===== src/rtl/core/rcw_pkg.sv =====
// Package for the RIFF chunk walker: event and status codes, phases, constants.
// No dependencies.
package rcw_pkg;

  localparam int unsigned MaxLevels = 16;
  localparam int unsigned LvlW = $clog2(MaxLevels);
  localparam int unsigned DepW = $clog2(MaxLevels + 1);

  localparam logic [31:0] IdRiff = 32'h4646_4952;
  localparam logic [31:0] IdList = 32'h5453_494C;
  localparam logic [31:0] IdBw64 = 32'h3436_5742;

  typedef enum logic [2:0] {
    EV_HEADER = 3'd0,
    EV_LIST   = 3'd1,
    EV_LEND   = 3'd2,
    EV_DONE   = 3'd3,
    EV_ERROR  = 3'd4
  } event_e;

  typedef enum logic [2:0] {
    ST_OK     = 3'd0,
    ST_EOL    = 3'd1,
    ST_EXCESS = 3'd2,
    ST_BADID  = 3'd3,
    ST_XLIST  = 3'd4,
    ST_XFILE  = 3'd5,
    ST_FULL   = 3'd6
  } status_e;

  typedef enum logic [2:0] {
    PH_FHDR = 3'd0,
    PH_CHDR = 3'd1,
    PH_TYPE = 3'd2,
    PH_SKIP = 3'd3,
    PH_DONE = 3'd4
  } phase_e;

  typedef enum logic [2:0] {
    S_IDLE,
    S_BYTE,
    S_BOUND,
    S_POP,
    S_EMIT
  } state_e;

  typedef enum logic [1:0] {
    REG_FILE_SIZE   = 2'd0,
    REG_ACCEPT_BW64 = 2'd1
  } reg_e;

  typedef struct packed {
    logic [2:0]  event_kind;
    logic [31:0] chunk_id;
    logic [31:0] chunk_size;
    logic [31:0] chunk_start;
    logic [31:0] list_type;
    logic [4:0]  nesting_level;
    logic [2:0]  status;
    logic        last_of_run;
  } result_t;

  // Commands from the controller to the datapath.
  typedef struct packed {
    logic load;      // take the accepted byte
    logic step;      // byte step: advance header phases
    logic bound;     // evaluate boundary at the current position
    logic pop;       // apply the pop whose stack entry is now read
    logic eos_chk;   // final end-of-stream check
  } cmd_t;

  // Status from the datapath to the controller.
  typedef struct packed {
    logic emit;      // a result is produced this cycle
    logic go_bound;  // byte step asks for a boundary evaluation
    logic need_pop;  // boundary asks for a pop
    logic eos;       // byte carried the end flag
  } stat_t;

  function automatic logic printable(input logic [31:0] w);
    logic ok;
    ok = 1'b1;
    for (int i = 0; i < 4; i++) begin
      if (w[8*i +: 8] < 8'h20 || w[8*i +: 8] > 8'h7e) begin
        ok = 1'b0;
      end
    end
    return ok;
  endfunction

endpackage


===== src/rtl/core/rcw_if.sv =====
// Valid/ready channel interfaces for the RIFF chunk walker.
// Depends on rcw_pkg.
interface rcw_in_if;
  logic       valid;
  logic       ready;
  logic [7:0] data_byte;
  logic       end_of_stream;
  modport source (output valid, data_byte, end_of_stream, input ready);
  modport sink (input valid, data_byte, end_of_stream, output ready);
endinterface

interface rcw_out_if;
  logic             valid;
  logic             ready;
  rcw_pkg::result_t res;
  modport source (output valid, res, input ready);
  modport sink (input valid, res, output ready);
endinterface

interface rcw_cfg_if;
  logic        valid;
  logic        ready;
  logic [1:0]  index;
  logic [31:0] data;
  modport source (output valid, index, data, input ready);
  modport sink (input valid, index, data, output ready);
endinterface


===== src/rtl/core/rcw_ram.sv =====
// Generic simple dual-port RAM (one write port, one read port) with registered read.
// No dependencies.
module rcw_ram #(
  parameter int unsigned Width = 8,
  parameter int unsigned Depth = 16
) (
  input  logic                     clk_i,
  input  logic                     we_i,
  input  logic [$clog2(Depth)-1:0] waddr_i,
  input  logic [Width-1:0]         wdata_i,
  input  logic [$clog2(Depth)-1:0] raddr_i,
  output logic [Width-1:0]         rdata_o
);
  logic [Width-1:0] mem_q [Depth];

  always_ff @(posedge clk_i) begin
    if (we_i) begin
      mem_q[waddr_i] <= wdata_i;
    end
    rdata_o <= mem_q[raddr_i];
  end
endmodule


===== src/rtl/core/rcw_ctrl.sv =====
// Controller of the RIFF chunk walker: sequences byte, boundary and pop steps.
// Depends on rcw_pkg.
module rcw_ctrl (
  input  logic           clk_i,
  input  logic           rst_ni,
  input  logic           in_valid_i,
  output logic           in_ready_o,
  input  logic           out_busy_i,
  input  rcw_pkg::stat_t stat_i,
  output rcw_pkg::cmd_t  cmd_o
);
  import rcw_pkg::*;

  state_e state_q, state_d;

  always_comb begin
    state_d = state_q;
    case (state_q)
      S_IDLE: begin
        if (in_valid_i) state_d = S_BYTE;
      end
      S_BYTE: begin
        if (!out_busy_i) begin
          if (stat_i.go_bound) state_d = S_BOUND;
          else state_d = S_EMIT;
        end
      end
      S_BOUND: begin
        if (!out_busy_i) begin
          if (stat_i.need_pop) state_d = S_POP;
          else state_d = S_EMIT;
        end
      end
      S_POP: begin
        if (!out_busy_i) state_d = S_BOUND;
      end
      S_EMIT: begin
        if (!out_busy_i && !stat_i.emit) state_d = S_IDLE;
      end
      default: state_d = S_IDLE;
    endcase
  end

  always_comb begin
    cmd_o = '0;
    in_ready_o = 1'b0;
    case (state_q)
      S_IDLE: begin
        in_ready_o = 1'b1;
        cmd_o.load = in_valid_i;
      end
      S_BYTE:  cmd_o.step = !out_busy_i;
      S_BOUND: cmd_o.bound = !out_busy_i;
      S_POP:   cmd_o.pop = !out_busy_i;
      S_EMIT:  cmd_o.eos_chk = !out_busy_i;
      default: ;
    endcase
  end

  always_ff @(posedge clk_i or negedge rst_ni) begin
    if (!rst_ni) begin
      state_q <= S_IDLE;
    end else begin
      state_q <= state_d;
    end
  end
endmodule


===== src/rtl/core/rcw_dp.sv =====
// Datapath of the RIFF chunk walker: positions, header shifter, level stack
// and result staging. Depends on rcw_pkg and rcw_ram.
module rcw_dp (
  input  logic             clk_i,
  input  logic             rst_ni,
  input  rcw_pkg::cmd_t    cmd_i,
  output rcw_pkg::stat_t   stat_o,
  input  logic [7:0]       data_byte_i,
  input  logic             end_of_stream_i,
  input  logic [31:0]      file_size_i,
  input  logic             accept_bw64_i,
  output logic             out_busy_o,
  output logic             out_valid_o,
  input  logic             out_ready_i,
  output rcw_pkg::result_t out_res_o
);
  import rcw_pkg::*;

  logic [32:0]        pos_q, pos_d;
  phase_e             phase_q, phase_d;
  logic [63:0]        shift_q, shift_d;
  logic [32:0]        skip_q, skip_d;
  logic [DepW-1:0]    depth_q, depth_d;
  logic [32:0]        lend_q, lend_d;
  logic               halted_q, halted_d;
  logic [MaxLevels-1:0] pad_q, pad_d;
  logic [31:0]        pid_q, pid_d, psize_q, psize_d;
  logic [32:0]        pstart_q, pstart_d;
  logic               eos_q, eos_d;
  logic               hold_q, hold_d;
  result_t            hres_q, hres_d;
  logic               ovalid_q, ovalid_d;
  result_t            ores_q, ores_d;
  logic               go_q, go_d, popreq_d;

  logic               we;
  logic [LvlW-1:0]    waddr, raddr;
  logic [32:0]        rdata;

  logic               emit;
  result_t            eres;

  assign out_valid_o = ovalid_q;
  assign out_res_o   = ores_q;
  assign out_busy_o  = ovalid_q && !out_ready_i;

  rcw_ram #(.Width(33), .Depth(MaxLevels)) u_stack (
    .clk_i   (clk_i),
    .we_i    (we),
    .waddr_i (waddr),
    .wdata_i (lend_q),
    .raddr_i (raddr),
    .rdata_o (rdata)
  );

  assign raddr = LvlW'(depth_q - DepW'(1));

  always_comb begin
    logic [31:0] id, sz, ty;
    logic [32:0] start, tot;
    logic [33:0] cend;
    pos_d = pos_q; phase_d = phase_q; shift_d = shift_q; skip_d = skip_q;
    depth_d = depth_q; lend_d = lend_q; halted_d = halted_q; pad_d = pad_q;
    pid_d = pid_q; psize_d = psize_q; pstart_d = pstart_q;
    eos_d = eos_q; go_d = go_q; popreq_d = 1'b0;
    we = 1'b0; waddr = depth_q[LvlW-1:0];
    emit = 1'b0; eres = '0;
    id = shift_q[31:0]; sz = shift_q[63:32]; ty = shift_q[63:32];
    start = '0; cend = '0; tot = '0;

    if (cmd_i.load) begin
      eos_d = end_of_stream_i;
      if (!halted_q) begin
        shift_d = {data_byte_i, shift_q[63:8]};
        pos_d = pos_q + 33'd1;
      end
      go_d = 1'b0;
    end

    if (cmd_i.step && !halted_q) begin
      case (phase_q)
        PH_FHDR: begin
          if (pos_q == 33'd4) begin
            pid_d = shift_q[63:32];
            if (!(shift_q[63:32] == IdRiff ||
                  (accept_bw64_i && shift_q[63:32] == IdBw64))) begin
              emit = 1'b1; halted_d = 1'b1;
              eres.event_kind = EV_ERROR; eres.chunk_id = shift_q[63:32];
              eres.status = ST_BADID;
            end
          end else if (pos_q >= 33'd12) begin
            tot = {1'b0, id} + 33'd8;
            if (file_size_i != 0 && {1'b0, file_size_i} != tot) begin
              emit = 1'b1; halted_d = 1'b1;
              eres.event_kind = EV_ERROR; eres.chunk_id = pid_q; eres.chunk_size = id;
              eres.status = ({1'b0, file_size_i} > tot) ? ST_EXCESS : ST_XFILE;
            end else begin
              lend_d = tot; depth_d = '0;
              emit = 1'b1;
              eres.event_kind = EV_LIST; eres.chunk_id = pid_q; eres.chunk_size = id;
              eres.list_type = ty;
              go_d = 1'b1;
            end
          end
        end
        PH_CHDR: begin
          skip_d = (skip_q != 0) ? skip_q - 33'd1 : skip_q;
          if (skip_d == 0) begin
            start = pos_q - 33'd8;
            cend = {1'b0, start} + 34'd8 + {2'b0, sz} + {33'd0, sz[0]};
            eres.chunk_id = id; eres.chunk_size = sz; eres.chunk_start = start[31:0];
            eres.nesting_level = 5'(depth_q);
            emit = 1'b1;
            if (!printable(id)) begin
              halted_d = 1'b1; eres.event_kind = EV_ERROR; eres.status = ST_BADID;
            end else if (cend > {1'b0, lend_q}) begin
              halted_d = 1'b1; eres.event_kind = EV_ERROR; eres.status = ST_XLIST;
            end else if (file_size_i != 0 && cend > {2'b0, file_size_i}) begin
              halted_d = 1'b1; eres.event_kind = EV_ERROR; eres.status = ST_XFILE;
            end else begin
              eres.event_kind = EV_HEADER;
              if ((id == IdList || id == IdRiff || (accept_bw64_i && id == IdBw64))
                  && sz >= 32'd4) begin
                pid_d = id; psize_d = sz; pstart_d = start;
                skip_d = 33'd4; phase_d = PH_TYPE;
              end else begin
                skip_d = {1'b0, sz} + {32'd0, sz[0]};
                if (skip_d == 0) go_d = 1'b1;
                else phase_d = PH_SKIP;
              end
            end
          end
        end
        PH_TYPE: begin
          skip_d = (skip_q != 0) ? skip_q - 33'd1 : skip_q;
          if (skip_d == 0) begin
            emit = 1'b1;
            eres.chunk_id = pid_q; eres.chunk_size = psize_q;
            eres.chunk_start = pstart_q[31:0];
            if (!printable(ty)) begin
              halted_d = 1'b1; eres.event_kind = EV_ERROR; eres.status = ST_BADID;
              eres.nesting_level = 5'(depth_q);
            end else if (depth_q >= DepW'(MaxLevels)) begin
              halted_d = 1'b1; eres.event_kind = EV_ERROR; eres.status = ST_FULL;
              eres.nesting_level = 5'(depth_q);
            end else begin
              we = 1'b1;
              pad_d[depth_q[LvlW-1:0]] = psize_q[0];
              depth_d = depth_q + DepW'(1);
              lend_d = pstart_q + 33'd8 + {1'b0, psize_q};
              eres.event_kind = EV_LIST; eres.list_type = ty;
              eres.nesting_level = 5'(depth_d);
              go_d = 1'b1;
            end
          end
        end
        PH_SKIP: begin
          skip_d = (skip_q != 0) ? skip_q - 33'd1 : skip_q;
          if (skip_d == 0) go_d = 1'b1;
        end
        default: begin
          emit = 1'b1; halted_d = 1'b1;
          eres.event_kind = EV_ERROR; eres.status = ST_EXCESS;
          eres.nesting_level = 5'(depth_q);
        end
      endcase
    end

    if (cmd_i.bound) begin
      go_d = 1'b0;
    end

    if (cmd_i.bound && go_q && !halted_q) begin
      if (lend_q <= pos_q) begin
        if (depth_q == 0) begin
          emit = 1'b1; eres.event_kind = EV_DONE; phase_d = PH_DONE;
        end else begin
          popreq_d = 1'b1;
        end
      end else if (lend_q < pos_q + 33'd8) begin
        emit = 1'b1; halted_d = 1'b1;
        eres.event_kind = EV_ERROR; eres.status = ST_EXCESS;
        eres.nesting_level = 5'(depth_q);
      end else begin
        skip_d = 33'd8; phase_d = PH_CHDR;
      end
    end

    if (cmd_i.pop) begin
      depth_d = depth_q - DepW'(1);
      lend_d = rdata;
      emit = 1'b1;
      eres.event_kind = EV_LEND; eres.status = ST_EOL;
      eres.nesting_level = 5'(depth_d);
      if (pad_q[raddr]) begin
        skip_d = 33'd1; phase_d = PH_SKIP;
      end else begin
        go_d = 1'b1;
      end
    end

    if (cmd_i.eos_chk && eos_q && !halted_q && phase_q != PH_DONE) begin
      emit = 1'b1; halted_d = 1'b1;
      eres.event_kind = EV_ERROR; eres.status = ST_XFILE;
      eres.nesting_level = 5'(depth_q);
    end
  end

  // A result is held one step so that the last one of a byte can be marked.
  always_comb begin
    hold_d = hold_q; hres_d = hres_q;
    ovalid_d = ovalid_q && !out_ready_i;
    ores_d = ores_q;
    if (emit) begin
      hold_d = 1'b1; hres_d = eres;
      if (hold_q) begin
        ovalid_d = 1'b1; ores_d = hres_q; ores_d.last_of_run = 1'b0;
      end
    end else if (cmd_i.eos_chk && hold_q) begin
      hold_d = 1'b0;
      ovalid_d = 1'b1; ores_d = hres_q; ores_d.last_of_run = 1'b1;
    end
  end

  assign stat_o.emit = emit;
  assign stat_o.go_bound = go_d;
  assign stat_o.need_pop = popreq_d;
  assign stat_o.eos = eos_q;

  always_ff @(posedge clk_i or negedge rst_ni) begin
    if (!rst_ni) begin
      pos_q <= '0; phase_q <= PH_FHDR; shift_q <= '0; skip_q <= '0;
      depth_q <= '0; lend_q <= '0; halted_q <= 1'b0; pad_q <= '0;
      eos_q <= 1'b0; hold_q <= 1'b0; ovalid_q <= 1'b0;
      go_q <= 1'b0;
    end else begin
      pos_q <= pos_d; phase_q <= phase_d; shift_q <= shift_d; skip_q <= skip_d;
      depth_q <= depth_d; lend_q <= lend_d; halted_q <= halted_d; pad_q <= pad_d;
      eos_q <= eos_d; hold_q <= hold_d; ovalid_q <= ovalid_d;
      go_q <= go_d;
    end
  end

  always_ff @(posedge clk_i) begin
    pid_q <= pid_d; psize_q <= psize_d; pstart_q <= pstart_d;
    hres_q <= hres_d; ores_q <= ores_d;
  end

`ifndef NO_ASSERTIONS
  a_depth_range: assert property (@(posedge clk_i) disable iff (!rst_ni)
    depth_q <= DepW'(MaxLevels)) else $error("level stack depth out of range");
  a_pop_nonempty: assert property (@(posedge clk_i) disable iff (!rst_ni)
    cmd_i.pop |-> depth_q != 0) else $error("pop from empty level stack");
  a_halt_sticky: assert property (@(posedge clk_i) disable iff (!rst_ni)
    halted_q |=> halted_q) else $error("halt released without reset");
`endif
endmodule


===== src/rtl/core/riff_chunk_walker.sv =====
// Top level of the RIFF chunk walker: configuration registers, controller and
// datapath. Depends on rcw_pkg, rcw_if, rcw_ctrl and rcw_dp.
//
//   channel  direction  transfer
//   in_if    sink       one file byte with end flag
//   out_if   source     one event result
//   cfg_if   sink       one register write (index, data)
//
// A byte passes through accept, byte step and end check, plus a boundary step
// when it reaches a boundary and a pop and boundary again for every level closed
// on that byte; an end-of-stream error adds another end check for its flush.
// Results leave through an output register; a stalled output holds the
// controller. Reset clears the parser state; the level stack needs no clearing.
module riff_chunk_walker (
  input logic      clk_i,
  input logic      rst_ni,
  rcw_in_if.sink   in_if,
  rcw_out_if.source out_if,
  rcw_cfg_if.sink  cfg_if
);
  import rcw_pkg::*;

  logic [31:0] file_size_q;
  logic        accept_bw64_q;
  cmd_t        cmd;
  stat_t       stat;
  logic        busy;

  assign cfg_if.ready = 1'b1;

  always_ff @(posedge clk_i or negedge rst_ni) begin
    if (!rst_ni) begin
      file_size_q <= '0;
      accept_bw64_q <= 1'b0;
    end else if (cfg_if.valid) begin
      case (cfg_if.index)
        REG_FILE_SIZE:   file_size_q <= cfg_if.data;
        REG_ACCEPT_BW64: accept_bw64_q <= cfg_if.data[0];
        default: ;
      endcase
    end
  end

  rcw_ctrl u_ctrl (
    .clk_i      (clk_i),
    .rst_ni     (rst_ni),
    .in_valid_i (in_if.valid),
    .in_ready_o (in_if.ready),
    .out_busy_i (busy),
    .stat_i     (stat),
    .cmd_o      (cmd)
  );

  rcw_dp u_dp (
    .clk_i           (clk_i),
    .rst_ni          (rst_ni),
    .cmd_i           (cmd),
    .stat_o          (stat),
    .data_byte_i     (in_if.data_byte),
    .end_of_stream_i (in_if.end_of_stream),
    .file_size_i     (file_size_q),
    .accept_bw64_i   (accept_bw64_q),
    .out_busy_o      (busy),
    .out_valid_o     (out_if.valid),
    .out_ready_i     (out_if.ready),
    .out_res_o       (out_if.res)
  );
endmodule

===== src/flat_wrapper.sv =====
// flat-port wrapper written by rule: the top's interface ports become plain ports
module riff_chunk_walker_flat import rcw_pkg::*;
  (clk_i, rst_ni, in_if_valid, in_if_data_byte, in_if_end_of_stream, in_if_ready, out_if_valid, out_if_res, out_if_ready, cfg_if_valid, cfg_if_index, cfg_if_data, cfg_if_ready);
  rcw_in_if in_if_i ();
  rcw_out_if out_if_i ();
  rcw_cfg_if cfg_if_i ();
  input logic clk_i;
  input logic rst_ni;
  input wire logic [$bits(in_if_i.valid)-1:0] in_if_valid;
  input wire logic [$bits(in_if_i.data_byte)-1:0] in_if_data_byte;
  input wire logic [$bits(in_if_i.end_of_stream)-1:0] in_if_end_of_stream;
  output wire logic [$bits(in_if_i.ready)-1:0] in_if_ready;
  output wire logic [$bits(out_if_i.valid)-1:0] out_if_valid;
  output wire logic [$bits(out_if_i.res)-1:0] out_if_res;
  input wire logic [$bits(out_if_i.ready)-1:0] out_if_ready;
  input wire logic [$bits(cfg_if_i.valid)-1:0] cfg_if_valid;
  input wire logic [$bits(cfg_if_i.index)-1:0] cfg_if_index;
  input wire logic [$bits(cfg_if_i.data)-1:0] cfg_if_data;
  output wire logic [$bits(cfg_if_i.ready)-1:0] cfg_if_ready;
  assign in_if_i.valid = in_if_valid;
  assign in_if_i.data_byte = in_if_data_byte;
  assign in_if_i.end_of_stream = in_if_end_of_stream;
  assign in_if_ready = in_if_i.ready;
  assign out_if_valid = out_if_i.valid;
  assign out_if_res = out_if_i.res;
  assign out_if_i.ready = out_if_ready;
  assign cfg_if_i.valid = cfg_if_valid;
  assign cfg_if_i.index = cfg_if_index;
  assign cfg_if_i.data = cfg_if_data;
  assign cfg_if_ready = cfg_if_i.ready;
  riff_chunk_walker u_core (.clk_i(clk_i), .rst_ni(rst_ni), .in_if(in_if_i), .out_if(out_if_i), .cfg_if(cfg_if_i));
endmodule

===== config.mk =====
export PLATFORM = sky130hd
export DESIGN_NAME = riff_chunk_walker_flat
export DESIGN_NICKNAME = d
export VERILOG_FILES = /design/src/rtl/core/rcw_pkg.sv /design/src/rtl/core/rcw_if.sv /design/src/rtl/core/rcw_ram.sv /design/src/rtl/core/rcw_ctrl.sv /design/src/rtl/core/rcw_dp.sv /design/src/rtl/core/riff_chunk_walker.sv /design/src/flat_wrapper.sv
export SDC_FILE = /design/constraint.sdc
export NUM_CORES = 2
export LEC_CHECK = 0
export BUFFER_PORTS_ARGS = -buffer_cell sky130_fd_sc_hd__buf_4
export CAP_MARGIN = 15
export CORE_ASPECT_RATIO = 0.8
export CORE_UTILIZATION = 33
export CTS_CLUSTER_DIAMETER = 80
export CTS_CLUSTER_SIZE = 25
export DETAILED_ROUTE_END_ITERATION = 6
export GPL_TIMING_DRIVEN = 0
export PLACE_DENSITY = 0.49
export REMOVE_ABC_BUFFERS = 1
export SLEW_MARGIN = 15
export SYNTH_ARGS = -nofsm -noshare
export SYNTH_HDL_FRONTEND = slang
export SYNTH_HIERARCHICAL = 1
export SYNTH_SLANG_ARGS = --single-unit

===== constraint.sdc =====
create_clock -name clk_i -period 14.12 [get_ports clk_i]
set_input_delay 2.824 -clock clk_i [delete_from_list [all_inputs] [get_ports clk_i]]
set_output_delay 2.824 -clock clk_i [all_outputs]
set_load 0.03 [all_outputs]

# After elaboration in Yosys (flattened, before gate mapping)
# Memory sizes are Yosys's and may differ from the RTL's. A register that Yosys moved wholly into a read port is not among the register bits.
# Index checks and enable logic that the tools add are counted.
# W data, S select, Z words.
totals:
  reg_bits: 604
  latchBits: 0
  ramBits: 528
  mem_bits_ro: 0
  in_bits: 48
  output_inout_bits: 143
  wordCells: 366
  mem_count: 1
memory_table:
  columns: ["memory", "depth", "word_bits", "rd", "rd_clocked_by_memory_dff", "wr", "line", "source"]
  rows:
  - ["u_core.u_dp.u_stack.mem_q", 16, 33, 1, 1, 1, "rcw_ram.sv:14", "logic [Width-1:0] mem_q [Depth];"]
op_classes:
  addsub: 13
  multipliers: 0
  div_mod_pow: 0
  n_lt_le_gt_ge: 27
  eq_ne: 34
  shift: 0
  n_mux: 196
  bitwise_logic: 4
  reduce_logical: 56
ops:
  columns: ["op", "count"]
  rows:
  - ["$mux W33", 20]
  - ["$mux W140", 3]
  - ["$mux W32", 12]
  - ["$mux W139", 2]
  - ["$pmux W32 S2", 3]
  - ["$pmux W64 S3", 1]
  - ["$mux W67", 2]
  - ["$pmux W33 S2", 2]
  - ["$mux W3", 39]
  - ["$mux W99", 1]
  - ["$eq A32 B31 Y1 const B", 3]
  - ["$mux W1", 82]
  - ["$mux W35", 2]
  - ["$add A33 B4 Y33 const B", 2]
  - ["$logic_not A33 Y1", 2]
  - ["$eq A32 B30 Y1 const B", 2]
  - ["$gt A8 B7 Y1 const B", 8]
  - ["$lt A8 B6 Y1 const B", 8]
  - ["$mux W8", 7]
  - ["$mux W5", 8]
  - ["$add A33 B4 Y34 const B", 1]
  - ["$add A34 B1 Y34", 1]
  - ["$add A34 B32 Y34", 1]
  - ["$gt A34 B32 Y1", 1]
  - ["other kinds (52)", 117]

# Logic depth before layout (Yosys ltp)
logic_depth:
  word_depth: 19
  ltp_mapped: 37
  ltp_nobuf: 34

# Cells and area by module
# Netlist, hierarchy kept.
modules_own_cells:
  columns: ["module", "n_inst", "cells_per_inst", "area_per_inst_um2", "seq_area_each_um2"]
  rows:
  - ["rcw_dp", 1, 3469, 34904.7, 16095.4]
  - ["rcw_ram", 1, 864, 20629.8, 16515.8]
  - ["riff_chunk_walker", 1, 73, 1268.7, 825.8]
  - ["rcw_ctrl", 1, 32, 251.5, 75.1]

# Least setup slack after synthesis
# OpenSTA, ideal clock, no wires.
synth_timing:
  path_type: "input to register"
  start: "in out_if_ready"
  end: "reg u_core.u_dp.ovalid_q, in the netlist u_core/u_dp/out_valid_o"
  setup_ps: 144
  t_arrival_ps: 11641
  required_time_ps: 13976
  setup_slack_ps: 2335
  path_stages: 10
  path_buffers: 0
  path_cell_list: "nor2b_1 nor2_1 nand2_1 nor2_1 nand3b_1 nor2_1 nand2_1 nand4_1 o21a_1 or2_1"
synth_lines:
  columns: ["item", "line", "source"]
  rows:
  - ["start, declared", "flat_wrapper.sv:15", "input wire logic [$bits(out_if_i.ready)-1:0] out_if_ready;"]
  - ["end signal, assigned", "rcw_dp.sv:239", "eos_q <= eos_d; hold_q <= hold_d; ovalid_q <= ovalid_d;"]
  - ["end, declared", "rcw_dp.sv:32", "logic ovalid_q, ovalid_d;"]

# Worst setup path after layout
layout_timing:
  start: "reg u_core.u_dp.pos_q[5]"
  end: "reg u_core.u_dp.psize_q[0], enable pin"
layout_between:
  elab_chain_len: 8
  word_cells_on_any_way: 10
  cone_classes: "add/sub (4); order compare (2); bitwise (2); reduce/logical (2)"
layout_lines:
  columns: ["item", "line", "source"]
  rows:
  - ["start, declared", "rcw_dp.sv:19", "logic [32:0] pos_q, pos_d;"]
  - ["start signal, assigned", "rcw_dp.sv:237", "pos_q <= pos_d; phase_q <= phase_d; shift_q <= shift_d; skip_q <= skip_d;"]
  - ["$sub A33 B4 Y33 (*)", "rcw_dp.sv:109", "start = pos_q - 33'd8;"]
  - ["$add A33 B4 Y34 (*)", "rcw_dp.sv:110", "cend = {1'b0, start} + 34'd8 + {2'b0, sz} + {33'd0, sz[0]};"]
  - ["$add A34 B32 Y34 (*)", "rcw_dp.sv:110", null]
  - ["$add A34 B1 Y34 (*)", "rcw_dp.sv:110", null]
  - ["$gt A34 B32 Y1", "rcw_dp.sv:118", "end else if (file_size_i != 0 && cend > {2'b0, file_size_i}) begin"]
  - ["$logic_and A1 B1 Y1", "rcw_dp.sv:118", null]
  - ["$not A1 Y1 (no line)", null, null]
  - ["$reduce_and A7 Y1 (no line) (*)", null, null]
  - ["end signal, assigned", "rcw_dp.sv:245", "pid_q <= pid_d; psize_q <= psize_d; pstart_q <= pstart_d;"]
  - ["end, declared", "rcw_dp.sv:27", "logic [31:0] pid_q, pid_d, psize_q, psize_d;"]
# Every way passes the cells marked *; elsewhere a longest branch is shown, timed or not.
# A chain may end at the register's enable or synchronous reset.

==> results by group <==
Power and ir drop
  – PD cells: 115 mW/mm2
  – Leak: 0.0230 uW
  – Max VDD drop: 0.000102 V

Worst setup path
  – Crit path to: u_core/u_dp/psize_q[0]$_DFFE_PP_
  – Crit. Startpoint: u_core/u_dp/pos_q[5]$_DFFE_PN0P_
  – Critical path capture point type: flip-flop
  – Critical path's largest stage delay: 1.19 ns
  – Reg2reg start: u_core/u_dp/pos_q[5]$_DFFE_PN0P_
  – Critical path fanouts, max: 50
  – Slowest CP cell: a2111oi_1
  – CP most frequent cell: nor2_1
  – CP Class: flip-flop to flip-flop
  – Critical Path RT: 14.52 ns
  – Worst Path Arrival: roughly 11 ns
  – Critical path depth: 27
  – CP Launch Type: flip-flop
  – FF-to-FF End: u_core/u_dp/psize_q[0]$_DFFE_PP_
  – Worst r2r path cells: 27
  – Worst R2R Setup Slack: 4.01 ns
  – Cell family with most CP delay: simple AND/OR/NAND/NOR gates
  – Buffers & Inverters on Critical Path: 1

STA
  – Fmax: ~99 MHz
  – Slew Viols, Final: 0
  – Count of final setup violators: 0
  – Setup Skew: roughly 0.038 ns
  – Worst Tran Pin Value: 1.27 ns
  – Fin crit share: 0.716
  – Final hold violation count: 0
  – Slew headroom: 0.149
  – RSZ-0062 raised after global routing: false
  – Fin crit period: 10.11 ns

Route
  – Drt first pass iters: 6
  – Routed WL per cell: 26.0 um
  – Drt initial violations: approximately 4.2k
  – Via density: 5.52
  – Drt total wl: 179 mm
  – Routed via count: 37.9k
  – Drt drc: 0
  – ANT nets after route: 0

Floorplanning
  – Starting Density: 0.332
  – Area of the die: around 0.17 mm2
  – Rows: between 100 and 150
  – CORE AREA: around 0.17 mm2
  – Die Ht: ~370 um
  – Die width: between 400 and 500 um
  – I/O pin cnt: 191

Clock tree
  – Clock slew seen by the registers of the worst setup and hold paths: about 0.10 ns
  – Maximum clock path buffer count: 3
  – Sink Count: 1165
  – CTS tree: done
  – Root Buffer Master: clkbuf_16
  – Post-cts resize count: 0
  – TritonCTS buffer count: slightly below 60
  – Number of setup buffers added after CTS: 0
  – Hold_buf cts: 0
  – H-tree depth: 2
  – Clock Latency Late Sink: between 0.7 and 0.8 ns

Job
  – Total of max-cap violations: 0

Final layout
  – Most frequent cells in the layout: 904 x edfxtp_1, 408 x nand2_1, 298 x ha_1
  – NumNets Final: 4888
  – Layout cell share with drive strength beyond 1: 0.146
  – Leading cell type in the layout, fill and taps excluded: edfxtp_1
  – Non-filler cells, final: 6867
  – Fill count: between 15k and 20k
  – Area Overhead vs Synth: 12.4%
  – Fin area: approximately 0.064 mm2

Status
  – Status: finished clean

Global routing
  – Largest net degree at the start of global routing: 93
  – M1 GR Usage: 0.316
  – Busiest grt layer: met1
  – Gr usage total: 0.201
  – Initial antenna violation count: 8
  – Met2 Use GR: 0.288
  – Global-route wire length before repair: 259 mm
  – Grt ovf: 0
  – M3 GR Usage: 0.0359
  – Number of global-route vias before repair: 36.4k

Worst hold path
  – Worst hold path type: flip-flop to flip-flop

Place
  – Hpwl dp: 128 mm
  – Gpl congestion: 0.932
  – Dpl cells: 6755
  – Dpl cell area: approximately 0.062 mm2
  – # port buffers: 189

Yosys
  – Mapped Cells: around 4.4k
  – Post-synthesis area per instance: 12.9 um2
  – Yosys Warn Count: 6
  – Synthesized area: around 0.057 mm2
[metrics by stage]
stage / worst slack (ns) / utilization / total power (uW) / setup TNS, ns / hold WS [ns]
final: 4.01 / 0.373 / 7380 / 0 / 0.411
after global routing: 3.54 / 0.373 / 7690 / 0 / 0.427
after CTS: 4.34 / 0.373 / 7410 / 0 / 0.417
after detailed placement: 4.42 / 0.362 / 5360 / 0 / 0.405
after global placement: -6.36 / 0.350 / 5350 / -1279.18 / 0.402
after floorplan: 0.592 / - / 4800 / 0 / 0.400
[how the worst min path moves through the flow]
stage	to	cells after the start	slack [ns]	from
after global placement	u_core/u_dp/out_res_o[34]$_DFFE_PP_	0	0.40	u_core/u_dp/hres_q[34]$_SDFFCE_PN0N_
after detailed placement	u_core/u_dp/out_res_o[114]$_DFFE_PP_	0	0.40	u_core/u_dp/hres_q[114]$_SDFFCE_PN0N_
after CTS	u_core/u_dp/out_res_o[116]$_DFFE_PP_	0	0.42	u_core/u_dp/hres_q[116]$_SDFFCE_PN0N_
after floorplan	u_core/u_dp/out_res_o[100]$_DFFE_PP_	0	0.40	u_core/u_dp/hres_q[100]$_SDFFCE_PN0N_
final	u_core/u_dp/out_res_o[116]$_DFFE_PP_	0	0.41	u_core/u_dp/hres_q[116]$_SDFFCE_PN0N_
after global routing	u_core/u_dp/out_res_o[136]$_DFFE_PP_	0	0.43	u_core/u_dp/hres_q[136]$_SDFFCE_PN0N_
[sequential cells by signal, summed over array words and instances (netlist names), 32 cells and up]
register,count
u_core/u_dp/pstart_q,33
u_core/u_dp/lend_q,33
u_core/u_dp/out_res_o,140
u_core/u_dp/u_stack/rdata_o,33
u_core/u_dp/pid_q,32
u_core/u_dp/u_stack/mem_q,528
u_core/u_dp/psize_q,32
u_core/file_size_q,32
u_core/u_dp/pos_q,33
u_core/u_dp/skip_q,33
u_core/u_dp/shift_q,64
u_core/u_dp/hres_q,139
[where the power goes]
part | switching [uW] | internal, uW | leakage [uW] | total, uW
clock | 1190 | 863 | 0.000909 | 2050
combinational | 688 | 508 | 0.0104 | 1200
sequential | 399 | 3740 | 0.0117 | 4140
total | 2270 | 5110 | 0.0230 | 7380
[area by class of cell]
type	count	area [um2]	share of cell area
Clock buffer	93	1610	0.0252
Timing Repair Buffer	287	3160	0.0493
Multi-Input combinational cell	2869	22100	0.344
Clock inverter	16	307	0.00478
Tap cell	2277	2850	0.0444
Inverter	158	608	0.00948
Sequential cell	1165	33500	0.523
Antenna cell	2	5.00	0.0000780
[per-layer routing]
metal  share of wire  vias up  wire [um]
met5               0        -          0
met4           0.015        0       2680
met3           0.074      151      13200
met2            0.42     1268      75600
met1            0.49    19500      87300
li1                -    17000          -
Power figures use the tool's default switching activity.
